## src/design/icc_pkg.sv

```systemverilog
// ----------------------------------------------------------------------------
// icc_pkg: shared types, constants and helpers for the ID check core
// Weight and check-character tables, small constant-divisor helpers, status
// codes and the job record passed from the front end to the emitter.
// ----------------------------------------------------------------------------
package icc_pkg;

    localparam logic [2:0] STATUS_OK         = 3'd0;
    localparam logic [2:0] STATUS_BAD_LENGTH = 3'd1;
    localparam logic [2:0] STATUS_BAD_CHAR   = 3'd2;
    localparam logic [2:0] STATUS_BAD_CHECK  = 3'd3;
    localparam logic [2:0] STATUS_BAD_CENT   = 3'd4;
    localparam logic [2:0] STATUS_BAD_DATE   = 3'd5;

    localparam logic [7:0] CHAR_0 = 8'h30;
    localparam logic [7:0] CHAR_9 = 8'h39;
    localparam logic [7:0] CHAR_X = 8'h58;

    localparam logic [4:0] LEN_SHORT = 5'd15;
    localparam logic [4:0] LEN_LONG  = 5'd18;
    localparam logic [4:0] POS_LAST  = 5'd17;
    localparam logic [4:0] POS_SAT   = 5'd19;
    localparam logic [4:0] DATE_POS  = 5'd6;

    localparam logic [6:0] RESET_CENTURY = 7'd19;

    typedef struct packed {
        logic [2:0]       status;
        logic [17:0][7:0] chars;
    } job_t;

    // position weights of the MOD 11-2 sum
    function automatic logic [3:0] weight(input logic [4:0] pos);
        logic [3:0] w;
        case (pos)
            5'd0:    w = 4'd7;
            5'd1:    w = 4'd9;
            5'd2:    w = 4'd10;
            5'd3:    w = 4'd5;
            5'd4:    w = 4'd8;
            5'd5:    w = 4'd4;
            5'd6:    w = 4'd2;
            5'd7:    w = 4'd1;
            5'd8:    w = 4'd6;
            5'd9:    w = 4'd3;
            5'd10:   w = 4'd7;
            5'd11:   w = 4'd9;
            5'd12:   w = 4'd10;
            5'd13:   w = 4'd5;
            5'd14:   w = 4'd8;
            5'd15:   w = 4'd4;
            5'd16:   w = 4'd2;
            default: w = 4'd0;
        endcase
        return w;
    endfunction

    function automatic logic [7:0] check_char(input logic [3:0] sum);
        logic [7:0] c;
        case (sum)
            4'd0:    c = 8'h31;
            4'd1:    c = 8'h30;
            4'd2:    c = CHAR_X;
            4'd3:    c = 8'h39;
            4'd4:    c = 8'h38;
            4'd5:    c = 8'h37;
            4'd6:    c = 8'h36;
            4'd7:    c = 8'h35;
            4'd8:    c = 8'h34;
            4'd9:    c = 8'h33;
            4'd10:   c = 8'h32;
            default: c = 8'h00;
        endcase
        return c;
    endfunction

    // x mod 11 for x < 128, by reciprocal multiply (373 / 4096)
    function automatic logic [3:0] mod11(input logic [6:0] x);
        logic [15:0] p;
        logic [3:0]  q;
        logic [6:0]  r;
        p = 16'(x) * 16'd373;
        q = p[15:12];
        r = x - 7'(q) * 7'd11;
        return r[3:0];
    endfunction

    // x / 10 for x < 128, by reciprocal multiply (205 / 2048)
    function automatic logic [3:0] div10(input logic [6:0] x);
        logic [14:0] p;
        p = 15'(x) * 15'd205;
        return p[14:11];
    endfunction

    function automatic logic [3:0] mod10(input logic [6:0] x);
        logic [6:0] r;
        r = x - 7'(div10(x)) * 7'd10;
        return r[3:0];
    endfunction

    function automatic logic [7:0] digit_char(input logic [3:0] d);
        return CHAR_0 + 8'(d);
    endfunction

endpackage

```

## src/design/icc_front.sv

```systemverilog
// ----------------------------------------------------------------------------
// icc_front: character intake and number judgement
// Stores characters, keeps running MOD 11 sums, then after the final
// character splits the birth year and judges the number into a job record.
// ----------------------------------------------------------------------------
module icc_front (
    input  logic          clk,
    input  logic          rst_n,
    input  logic          s_tvalid,
    output logic          s_tready,
    input  logic [39:0]   s_tdata,
    input  logic          s_tlast,
    input  logic [6:0]    century,
    output logic          push_valid,
    input  logic          push_ready,
    output icc_pkg::job_t push_data
);
    import icc_pkg::*;

    localparam logic [1:0] PH_ACCEPT = 2'd0;
    localparam logic [1:0] PH_SPLIT  = 2'd1;
    localparam logic [1:0] PH_JUDGE  = 2'd2;

    logic [1:0]  phase_reg, phase_next;
    logic [4:0]  pos_reg, pos_next;
    logic [3:0]  dsum_reg, dsum_next;
    logic [3:0]  usum_reg, usum_next;
    logic        err_reg, err_next;
    logic [7:0]  store_reg [18];
    logic [13:0] year_reg;
    logic [6:0]  month_reg;
    logic [6:0]  day_reg;
    logic [7:0]  hund_reg;
    logic [6:0]  rem_reg;

    logic [7:0]  id_char;
    logic        accept;
    logic        is_digit;
    logic [3:0]  digit;
    logic [3:0]  w_direct;
    logic [3:0]  w_upg;
    logic [26:0] year_prod;
    logic [7:0]  hund;
    logic        push_fire;

    logic [3:0]  cent_t, cent_o, usum_fin;
    logic        check_ok, date_ok, date15_ok, date18_ok, long_num;
    logic [2:0]  status;
    job_t        job;

    assign id_char   = s_tdata[7:0];
    assign s_tready  = (phase_reg == PH_ACCEPT);
    assign accept    = s_tvalid && s_tready;
    assign push_fire = push_valid && push_ready;

    always_comb
    begin
        is_digit  = (id_char >= CHAR_0) && (id_char <= CHAR_9);
        digit     = is_digit ? id_char[3:0] : 4'd0;
        w_direct  = weight(pos_reg);
        w_upg     = (pos_reg < 5'd6) ? weight(pos_reg) : weight(pos_reg + 5'd2);
        dsum_next = dsum_reg;
        usum_next = usum_reg;
        err_next  = err_reg;
        pos_next  = pos_reg;
        if (accept)
        begin
            if (pos_reg < LEN_LONG)
            begin
                if (!is_digit && !(id_char == CHAR_X && pos_reg == POS_LAST))
                    err_next = 1'b1;
                if (pos_reg < POS_LAST)
                    dsum_next = mod11(7'(digit * w_direct) + 7'(dsum_reg));
                if (pos_reg < LEN_SHORT)
                    usum_next = mod11(7'(digit * w_upg) + 7'(usum_reg));
            end
            if (pos_reg < POS_SAT)
                pos_next = pos_reg + 5'd1;
        end
        else if (push_fire)
        begin
            // number handed over: start the next one afresh
            dsum_next = 4'd0;
            usum_next = 4'd0;
            err_next  = 1'b0;
            pos_next  = 5'd0;
        end
    end

    always_comb
    begin
        phase_next = phase_reg;
        case (phase_reg)
            PH_ACCEPT:
                if (accept && s_tlast)
                    phase_next = PH_SPLIT;
            PH_SPLIT:
                phase_next = PH_JUDGE;
            PH_JUDGE:
                if (push_ready)
                    phase_next = PH_ACCEPT;
            default:
                phase_next = PH_ACCEPT;
        endcase
    end

    // year / 100 by reciprocal multiply, exact for 14-bit years
    assign year_prod = 27'(year_reg) * 27'd5243;
    assign hund      = year_prod[26:19];

    always_comb
    begin
        long_num  = (pos_reg == LEN_LONG);
        cent_t    = mod10(7'(div10(century)));
        cent_o    = mod10(century);
        usum_fin  = mod11(7'(usum_reg) + 7'({cent_t, 1'b0}) + 7'(cent_o));
        check_ok  = (store_reg[17] == check_char(dsum_reg));

        date15_ok = (store_reg[6]  == digit_char(div10(rem_reg)))
                 && (store_reg[7]  == digit_char(mod10(rem_reg)))
                 && (store_reg[8]  == digit_char(div10(month_reg)))
                 && (store_reg[9]  == digit_char(mod10(month_reg)))
                 && (store_reg[10] == digit_char(div10(day_reg)))
                 && (store_reg[11] == digit_char(mod10(day_reg)));
        date18_ok = (store_reg[6]  == digit_char(div10(hund_reg[6:0])))
                 && (store_reg[7]  == digit_char(mod10(hund_reg[6:0])))
                 && (store_reg[8]  == digit_char(div10(rem_reg)))
                 && (store_reg[9]  == digit_char(mod10(rem_reg)))
                 && (store_reg[10] == digit_char(div10(month_reg)))
                 && (store_reg[11] == digit_char(mod10(month_reg)))
                 && (store_reg[12] == digit_char(div10(day_reg)))
                 && (store_reg[13] == digit_char(mod10(day_reg)));
        date_ok   = long_num ? date18_ok : date15_ok;

        if (pos_reg != LEN_SHORT && pos_reg != LEN_LONG)
            status = STATUS_BAD_LENGTH;
        else if (err_reg)
            status = STATUS_BAD_CHAR;
        else if (long_num && !check_ok)
            status = STATUS_BAD_CHECK;
        else if (hund_reg != {1'b0, century})
            status = STATUS_BAD_CENT;
        else if (hund_reg > 8'd99 || month_reg > 7'd99 || day_reg > 7'd99 || !date_ok)
            status = STATUS_BAD_DATE;
        else
            status = STATUS_OK;

        job.status = status;
        for (int i = 0; i < 18; i++)
            job.chars[i] = store_reg[i];
        if (!long_num)
        begin
            // insert the century after position 5 and append a fresh check
            job.chars[6] = digit_char(cent_t);
            job.chars[7] = digit_char(cent_o);
            for (int i = 8; i < 17; i++)
                job.chars[i] = store_reg[i - 2];
            job.chars[17] = check_char(usum_fin);
        end
    end

    assign push_valid = (phase_reg == PH_JUDGE);
    assign push_data  = job;

    always_ff @(posedge clk or negedge rst_n)
    begin
        if (!rst_n)
        begin
            phase_reg <= PH_ACCEPT;
            pos_reg   <= 5'd0;
            dsum_reg  <= 4'd0;
            usum_reg  <= 4'd0;
            err_reg   <= 1'b0;
        end
        else
        begin
            phase_reg <= phase_next;
            pos_reg   <= pos_next;
            dsum_reg  <= dsum_next;
            usum_reg  <= usum_next;
            err_reg   <= err_next;
        end
    end

    always_ff @(posedge clk)
    begin
        if (accept && pos_reg < LEN_LONG)
            store_reg[pos_reg] <= id_char;
        if (accept && s_tlast)
        begin
            year_reg  <= s_tdata[21:8];
            month_reg <= s_tdata[28:22];
            day_reg   <= s_tdata[35:29];
        end
        if (phase_reg == PH_SPLIT)
        begin
            hund_reg <= hund;
            rem_reg  <= 7'(year_reg - 14'(hund * 8'd100));
        end
    end

`ifndef SYNTHESIS
    a_pos_range: assert property (@(posedge clk) disable iff (!rst_n)
        pos_reg <= POS_SAT)
        else $error("character count beyond saturation");

    a_clear_after_push: assert property (@(posedge clk) disable iff (!rst_n)
        push_fire |=> (pos_reg == 5'd0 && !err_reg && dsum_reg == 4'd0))
        else $error("running state not cleared after hand-over");

    a_ok_length: assert property (@(posedge clk) disable iff (!rst_n)
        (push_fire && push_data.status == STATUS_OK)
            |-> (pos_reg == LEN_SHORT || pos_reg == LEN_LONG))
        else $error("accepted number with illegal length");
`endif

endmodule

```

## src/design/icc_queue.sv

```systemverilog
// ----------------------------------------------------------------------------
// icc_queue: two-entry job queue
// Holds judged numbers between the front end and the emitter.
// ----------------------------------------------------------------------------
module icc_queue (
    input  logic          clk,
    input  logic          rst_n,
    input  logic          push_valid,
    output logic          push_ready,
    input  icc_pkg::job_t push_data,
    output logic          pop_valid,
    input  logic          pop_ready,
    output icc_pkg::job_t pop_data
);
    import icc_pkg::*;

    job_t       entry_reg [2];
    logic       wr_ptr_reg;
    logic       rd_ptr_reg;
    logic [1:0] count_reg, count_next;
    logic       do_push, do_pop;

    assign push_ready = (count_reg != 2'd2);
    assign pop_valid  = (count_reg != 2'd0);
    assign pop_data   = entry_reg[rd_ptr_reg];
    assign do_push    = push_valid && push_ready;
    assign do_pop     = pop_valid && pop_ready;

    always_comb
    begin
        count_next = count_reg;
        if (do_push && !do_pop)
            count_next = count_reg + 2'd1;
        else if (do_pop && !do_push)
            count_next = count_reg - 2'd1;
    end

    always_ff @(posedge clk or negedge rst_n)
    begin
        if (!rst_n)
        begin
            wr_ptr_reg <= 1'b0;
            rd_ptr_reg <= 1'b0;
            count_reg  <= 2'd0;
        end
        else
        begin
            if (do_push)
                wr_ptr_reg <= !wr_ptr_reg;
            if (do_pop)
                rd_ptr_reg <= !rd_ptr_reg;
            count_reg <= count_next;
        end
    end

    always_ff @(posedge clk)
    begin
        if (do_push)
            entry_reg[wr_ptr_reg] <= push_data;
    end

endmodule

```

## src/design/icc_back.sv

```systemverilog
// ----------------------------------------------------------------------------
// icc_back: result emitter
// Turns each job into one status transfer or eighteen character transfers
// through a registered output stage.
// ----------------------------------------------------------------------------
module icc_back (
    input  logic          clk,
    input  logic          rst_n,
    input  logic          pop_valid,
    output logic          pop_ready,
    input  icc_pkg::job_t pop_data,
    output logic          m_tvalid,
    input  logic          m_tready,
    output logic [15:0]   m_tdata,
    output logic          m_tlast,
    output logic          m_tuser
);
    import icc_pkg::*;

    logic [4:0] k_reg, k_next;
    logic       out_valid_reg;
    logic [2:0] out_status_reg;
    logic [7:0] out_char_reg;
    logic       out_present_reg;
    logic       out_last_reg;
    logic       load;
    logic       head_ok;
    logic       head_last;

    assign head_ok   = (pop_data.status == STATUS_OK);
    assign head_last = !head_ok || (k_reg == POS_LAST);
    assign load      = pop_valid && (!out_valid_reg || m_tready);
    assign pop_ready = load && head_last;

    always_comb
    begin
        k_next = k_reg;
        if (load)
            k_next = head_last ? 5'd0 : k_reg + 5'd1;
    end

    always_ff @(posedge clk or negedge rst_n)
    begin
        if (!rst_n)
        begin
            k_reg         <= 5'd0;
            out_valid_reg <= 1'b0;
        end
        else
        begin
            k_reg <= k_next;
            if (load)
                out_valid_reg <= 1'b1;
            else if (m_tready)
                out_valid_reg <= 1'b0;
        end
    end

    always_ff @(posedge clk)
    begin
        if (load)
        begin
            out_status_reg  <= pop_data.status;
            out_char_reg    <= head_ok ? pop_data.chars[k_reg] : 8'h00;
            out_present_reg <= head_ok;
            out_last_reg    <= head_last;
        end
    end

    assign m_tvalid = out_valid_reg;
    assign m_tdata  = {5'd0, out_char_reg, out_status_reg};
    assign m_tlast  = out_last_reg;
    assign m_tuser  = out_present_reg;

`ifndef SYNTHESIS
    a_k_range: assert property (@(posedge clk) disable iff (!rst_n)
        k_reg <= POS_LAST)
        else $error("emit counter out of range");

    a_reject_single: assert property (@(posedge clk) disable iff (!rst_n)
        (m_tvalid && !m_tuser) |-> (m_tlast && m_tdata[2:0] != STATUS_OK))
        else $error("status transfer not single or carries ok");

    a_char_ok: assert property (@(posedge clk) disable iff (!rst_n)
        (m_tvalid && m_tuser) |-> (m_tdata[2:0] == STATUS_OK))
        else $error("character transfer with failing status");
`endif

endmodule

```

## src/design/id_number_check_and_upgrade_core.sv

```systemverilog
// ----------------------------------------------------------------------------
// id_number_check_and_upgrade_core: identity number check and upgrade
// Checks a 15 or 18 character identity number against the birth date and
// the configured century, and emits the 18-character form when valid.
// ----------------------------------------------------------------------------
//  channel   direction  handshake           payload
//  s_*       in         s_tvalid/s_tready   id char, birth date; s_tlast = final
//  m_*       out        m_tvalid/m_tready   status, out char; tuser, tlast
//  cfg_*     in         cfg_valid/cfg_ready accepted century
//
//  One character is taken per cycle while s_tready is high. After the final
//  character the front end runs year split, then judgement, then takes more.
//  The emitter sends 18 transfers per valid number, one per rejected number,
//  one per cycle if not stalled; a two-entry job queue lets intake run ahead
//  of emission. Reset clears all control state; the century returns to 19.
//  A stalled output holds its transfer and the emitter behind it; with both
//  queue entries taken the front end holds in judgement and drops s_tready.
// ----------------------------------------------------------------------------
module id_number_check_and_upgrade_core (
    input  logic        clk,
    input  logic        rst_n,
    input  logic        s_tvalid,
    output logic        s_tready,
    input  logic [39:0] s_tdata,   // id_char[7:0], birth_year[21:8],
                                   // birth_month[28:22], birth_day[35:29], zero
    input  logic        s_tlast,
    output logic        m_tvalid,
    input  logic        m_tready,
    output logic [15:0] m_tdata,   // status[2:0], out_char[10:3], zero
    output logic        m_tlast,
    output logic        m_tuser,   // char_present[0]
    input  logic        cfg_valid,
    output logic        cfg_ready,
    input  logic [6:0]  cfg_data
);
    import icc_pkg::*;

    logic [6:0] century_reg;
    logic       push_valid, push_ready;
    logic       pop_valid, pop_ready;
    job_t       push_data, pop_data;

    assign cfg_ready = 1'b1;

    always_ff @(posedge clk or negedge rst_n)
    begin
        if (!rst_n)
            century_reg <= RESET_CENTURY;
        else if (cfg_valid && cfg_ready)
            century_reg <= cfg_data;
    end

    icc_front u_front (
        .clk        (clk),
        .rst_n      (rst_n),
        .s_tvalid   (s_tvalid),
        .s_tready   (s_tready),
        .s_tdata    (s_tdata),
        .s_tlast    (s_tlast),
        .century    (century_reg),
        .push_valid (push_valid),
        .push_ready (push_ready),
        .push_data  (push_data)
    );

    icc_queue u_queue (
        .clk        (clk),
        .rst_n      (rst_n),
        .push_valid (push_valid),
        .push_ready (push_ready),
        .push_data  (push_data),
        .pop_valid  (pop_valid),
        .pop_ready  (pop_ready),
        .pop_data   (pop_data)
    );

    icc_back u_back (
        .clk       (clk),
        .rst_n     (rst_n),
        .pop_valid (pop_valid),
        .pop_ready (pop_ready),
        .pop_data  (pop_data),
        .m_tvalid  (m_tvalid),
        .m_tready  (m_tready),
        .m_tdata   (m_tdata),
        .m_tlast   (m_tlast),
        .m_tuser   (m_tuser)
    );

endmodule
```

## config.mk

```make
export PLATFORM = sky130hd
export DESIGN_NAME = id_number_check_and_upgrade_core
export DESIGN_NICKNAME = d
export VERILOG_FILES = /design/src/design/icc_pkg.sv /design/src/design/icc_front.sv /design/src/design/icc_queue.sv /design/src/design/icc_back.sv /design/src/design/id_number_check_and_upgrade_core.sv
export SDC_FILE = /design/constraint.sdc
export NUM_CORES = 1
export LEC_CHECK = 0
export BUFFER_PORTS_ARGS = -buffer_cell sky130_fd_sc_hd__buf_2
export CORE_UTILIZATION = 60
export DETAILED_ROUTE_END_ITERATION = 6
export GPL_TIMING_DRIVEN = 0
export PLACE_DENSITY = 0.77
export REMOVE_ABC_BUFFERS = 1
export SKIP_CTS_REPAIR_TIMING = 1
export SYNTH_ARGS = -nofsm -noshare
export SYNTH_HDL_FRONTEND = slang
export SYNTH_SLANG_ARGS = --single-unit
```

## constraint.sdc

```tcl
create_clock -name clk -period 15.25 [get_ports clk]
set_input_delay 0 -clock clk [delete_from_list [all_inputs] [get_ports clk]]
set_output_delay 0 -clock clk [all_outputs]
set_load 0.1 [all_outputs]
```

# == Word level (Yosys, flattened, before mapping) ==
# Memory sizes are Yosys's and may differ from the RTL's.
# Cells that the tools add are included.
# Widths: inputs -> output; s select.
# word_totals
reg_bits,89
ramBits,438
mem_bits_ro,608
mem_count,7
in_bits,53
wordCells,210
out_inout_bits,21
# mem_list
name,words,word_bits,read_ports,rd_clocked_by_memory_dff,write_ports,line,source
u_queue.entry_reg,2,147,1,0,1,icc_queue.sv:17,job_t entry_reg [2];
u_front.store_reg,18,8,18,0,1,icc_front.sv:29,logic [7:0] store_reg [18];
(no name shown),32,4,1,0,0,icc_pkg.sv:35,case (pos)
(no name shown),32,4,1,0,0,icc_pkg.sv:35,
(no name shown),32,4,1,0,0,icc_pkg.sv:35,
(no name shown),16,7,1,0,0,icc_pkg.sv:60,case (sum)
1 more memories,n/a,n/a,n/a,n/a,n/a,n/a,
# classes
magnitude_cmp,11
multipliers,22
n_eq_ne,32
n_mux,37
n_addsub,29
reduce_logical,52
# op_table
op,n
$eq 8x8->1,15
$mux 96,1
$mul 7x8->15 const B,5
$add 6x4->7 const A,10
$mul 7x9->16 const B,3
$bmux 8 s5,1
$mux 4,9
$sub 4x4->4,9
$mul 14x13->27 const B,1
$logic_and 1x1->1,26
$mul 4x3->3 const B,5
$mux 5,4
$ne 2x2->1 const B,8
$eq 5x5->1 const B,3
$lt 5x5->1 const B,3
$mux 3,5
$add 7x4->7,2
$gt 7x7->1 const B,2
$mul 4x4->7,2
$mul 4x4->4 const B,3
$mul 4x8->12 const B,1
$mux 1,11
$add 5x1->5 const B,2
$logic_not 1->1,10
other kinds (29),42

# == Logic depth before layout (Yosys ltp) ==
# depth
word_depth,20
mapped_depth,60
depth_no_buf,60

# == Modules after synthesis ==
# Synthesis repeated with hierarchy kept, for this count alone.
# unflattened
hier_cells,3012
area_unflattened_um2,36389.9
# by_module_without_submodules
module,seq_area_each_um2,instances,area_per_inst_um2,cells_per_inst
icc_front,6015.8,1,23224.8,2341
icc_queue,8928.6,1,10837.9,475
icc_back,540.5,1,2020.7,179
id_number_check_and_upgrade_core,178.9,1,306.5,17

# == Worst setup path before layout ==
# Ideal clock, no wire load.
# synth_timing
path_kind,reg-to-reg
from,register century_reg[4]
to,"memory u_queue.entry_reg[0][141] (netlist name), data pin"
t_arrival_ps,12808
path_stages_with_launch,55
synth_period_minus_slack_ps,13070
slack_ps,2180
setup_ps,261
n_path_buf,0
cell_sequence,dfstp_2 > ha_1 > ha_1 > fa_1 > inv_1 > fa_1 > inv_1 > ha_1 > a31o_2 > a21oi_1 > o21ai_0 > o21a_1 > nor2_1 > o21bai_1 > xor2_1 > ha_1 > ha_1 > ha_1 > [19 not listed] > ha_1 > or4_1 > a21oi_1 > o21ai_1 > a21oi_1 > xnor2_1 > ha_1 > inv_1 > fa_1 > ha_1 > a21o_1 > a21oi_1 > xnor2_1 > xnor2_1 > xnor2_1 > xnor2_1 > and4_1 > nor3_1
# synth_rtl
item,line,source
"start, declared",id_number_check_and_upgrade_core.sv:38,logic [6:0] century_reg;
"start signal, assigned",id_number_check_and_upgrade_core.sv:50,century_reg <= cfg_data;
"end, declared",icc_queue.sv:17,

==> metrics.txt <==
root buf cell=clkbuf_16; layout filler cell count=4097; Seq cells post-synth=527; CTS sink cnt=527; Die ar.=0.05978 mm^2; Mapped Cells=2818; Post-synth EDFFs=494; Post-Syn Area=0.03529 mm^2; number of diodes=0; WL per Instance=20.51 um; Vias=21840; port bufs=63; WS Path Type=reg -> reg; vias in the first global route=22390; Final nets=3642; DRT antenna net count=0; Final Non-Filler Cells=3753; Synth cell types=79; crit share post-route=94.15%; Async SR Flop Fraction=6.262%; RSZ-0062 raised after global routing=no; Max-cap violations=0; Routed WL=76990 um; synthesized area per cell=12.52 um^2; drt drc=0; Setup crit start kind=register; GRT Total Usage=26.15%; CTS tree=yes; largest net degree at the start of global routing=72; CTS H-tree lvls=2; slowest CP cell=fa_1; Max FO, Critical Path=7; Final min period=14.36 ns; final core occ=67.58%; clock-pin slew on the worst setup and hold paths=0.07 ns; RD Place Congestion=0.8735; final setup fails=0; Clk Latency, worst-skew pair=0.63 ns; Largest register FFs=294; fraction of layout cells with a size suffix above 1=10.17%; CTS Buf Count=55; Longest Clk Path Bufs=3; top_reg_cell synth=edfxtp_1; Most Frequent Cell on Critical Path=ha_1; Yosys warnings=0; DR iter-0 viols=1625; f_max=0.06965 GHz; final-report hold violation count=0; Slew headroom=8.206%; Register Area=0.01567 mm^2; DP Cell Count=3594; global-route wire length before repair=120300 um; worst clock skew=0.04295 ns; initial antenna violation count=2; Worst EP arrival=14.77 ns; vias per inst=5.818; Worst Hold Class=in -> async; die width=244.5 um; multi-input logic area=0.01792 mm^2; post-DP HPWL=55200 um; status=finished clean; GRT Residual Overflow=0; sequential area share after synthesis=44.39%; chip height=244.5 um; CP peak stage delay=0.72 ns; drt pass-1 iters=7; IO Count=74; num rows=88; Starting Density=60.93%; crit end category=register; core region area=0.05792 mm^2; Area growth syn-to-layout=10.93%; fin. max-slew vios=0; Worst Max-Slew Pin Slew=1.372 ns; Crit path required time=15.66 ns
-- kinds of logic after synthesis --
logic type | count (synthesis) | share of synthesized area (%)
AOI/OAI and AO/OA | 267 | 4.915
xor gates and xnor gates | 175 | 4.578
adders and majority gates | 643 | 26.42
buffers and inverters | 479 | 5.163
DFF | 527 | 44.39
muxes | 116 | 6.553
other | 2 | 0.02128
and+or+nand+nor | 609 | 7.961
-- area by class of cell --
class / count / share of cell area, %
flip-flops and latches: 527 / 40.04
inverters: 412 / 3.951
clock inverters: 35 / 1.173
clock buffers: 64 / 3.628
repair buffers: 133 / 2.986
multi-input cells: 1817 / 45.78
well taps: 765 / 2.445
-- stage by stage --
| step | TNS [ns] | hold slack [ns] | setup WS (ns) | instance area [um^2] |
|---|---|---|---|---|
| 2_1_floorplan | 0 | -0.2956 | 2.113 | 35020 |
| 3_3_place_gp | 0 | 0.1638 | 0.5600 | 36300 |
| 3_5_place_dp | 0 | 0.1781 | 0.02456 | 36600 |
| 4_1_cts | -0.07885 | -0.5002 | -0.02416 | 38480 |
| 5_1_grt | 0 | 0.07386 | 0.1071 | 39140 |
| 6_report | 0 | 0.03905 | 0.8921 | 39140 |
-- cell usage in the layout, fill, tap and decap left out, types with 7 or more instances in the layout --
cell / Yosys / final
nor2b_1: 19 / 18
edfxtp_1: 494 / 494
xor2_1: 60 / 58
a211oi_1: 7 / 7
a21oi_1: 80 / 80
ha_1: 473 / 473
fa_1: 170 / 170
nor4_1: 8 / 8
clkbuf_16: 0 / 55
clkbuf_1: 43 / 8
mux2i_1: 15 / 15
dfrtp_1: 30 / 28
a21o_1: 24 / 24
nand4_1: 11 / 11
nor3_1: 22 / 21
nor2_1: 100 / 99
bufinv_16: 0 / 9
mux2_2: 10 / 10
nand3_1: 37 / 36
nand2b_1: 27 / 27
buf_2: 1 / 63
o21ai_0: 58 / 58
o31ai_1: 10 / 8
inv_1: 411 / 411
or2_2: 19 / 19
o21bai_1: 11 / 11
xnor2_1: 109 / 107
mux4_2: 91 / 91
a31oi_1: 10 / 10
clkinv_1: 0 / 9
or3_1: 8 / 8
dlygate4sd3_1: 0 / 58
and2_1: 13 / 12
nand2_1: 302 / 302
and3_1: 12 / 10
-- worst paths after layout --
check / from / end / slack [ns] / depth (start not counted)
min in group clk: s_tdata[15] / u_front.year_reg[7] / 0.09 / 2
max reg2reg: century_reg[4] / u_queue.entry_reg[1][136] / 0.89 / 54
max in group asynchronous: rst_n / u_back.k_reg[0] / 14.55 / 2
min: rst_n / u_front.dsum_reg[0] / 0.04 / 2
max: century_reg[4] / u_queue.entry_reg[1][136] / 0.89 / 54
min reg2reg: u_front.store_reg[0][2] / u_queue.entry_reg[0][2] / 0.44 / 0
-- cells in the mapped netlist (all sizes together), types with 27 or more instances --
cell    number  area (um^2)
a21oi       81        416.7
clkbuf      43        161.4
dfrtp       30        750.7
edfxtp     494        14830
fa         170         3403
ha         473         5918
inv        412         1546
mux4        91         2049
nand2      302         1134
nand2b      27        168.9
nand3       37        185.2
nor2       100        375.4
o21ai       62        310.3
xnor2      109        954.7
xor2        60        525.5
-- routing by layer --
metal	GRT usage [%]	part of all wire, %	vias to the layer above
li1	-	-	10140
met1	32.99	40	10860
met2	46.13	51	689
met3	4.181	5.7	138
met4	8.125	3.2	2
met5	0	0.025	-
-- critical path: cells and delay by family (launching register included) --
family / cells / cell delay, ns
AOI/OAI and AO/OA: 18 / 3.38
xor gates and xnor gates: 7 / 1.56
adders and majority gates: 19 / 7.22
buffers and inverters: 6 / 0.51
DFF: 1 / 0.61
and+or+nand+nor: 4 / 0.85
Power is not shown: default switching activity piles up to over one toggle a cycle in this logic, so the estimate is an artifact.
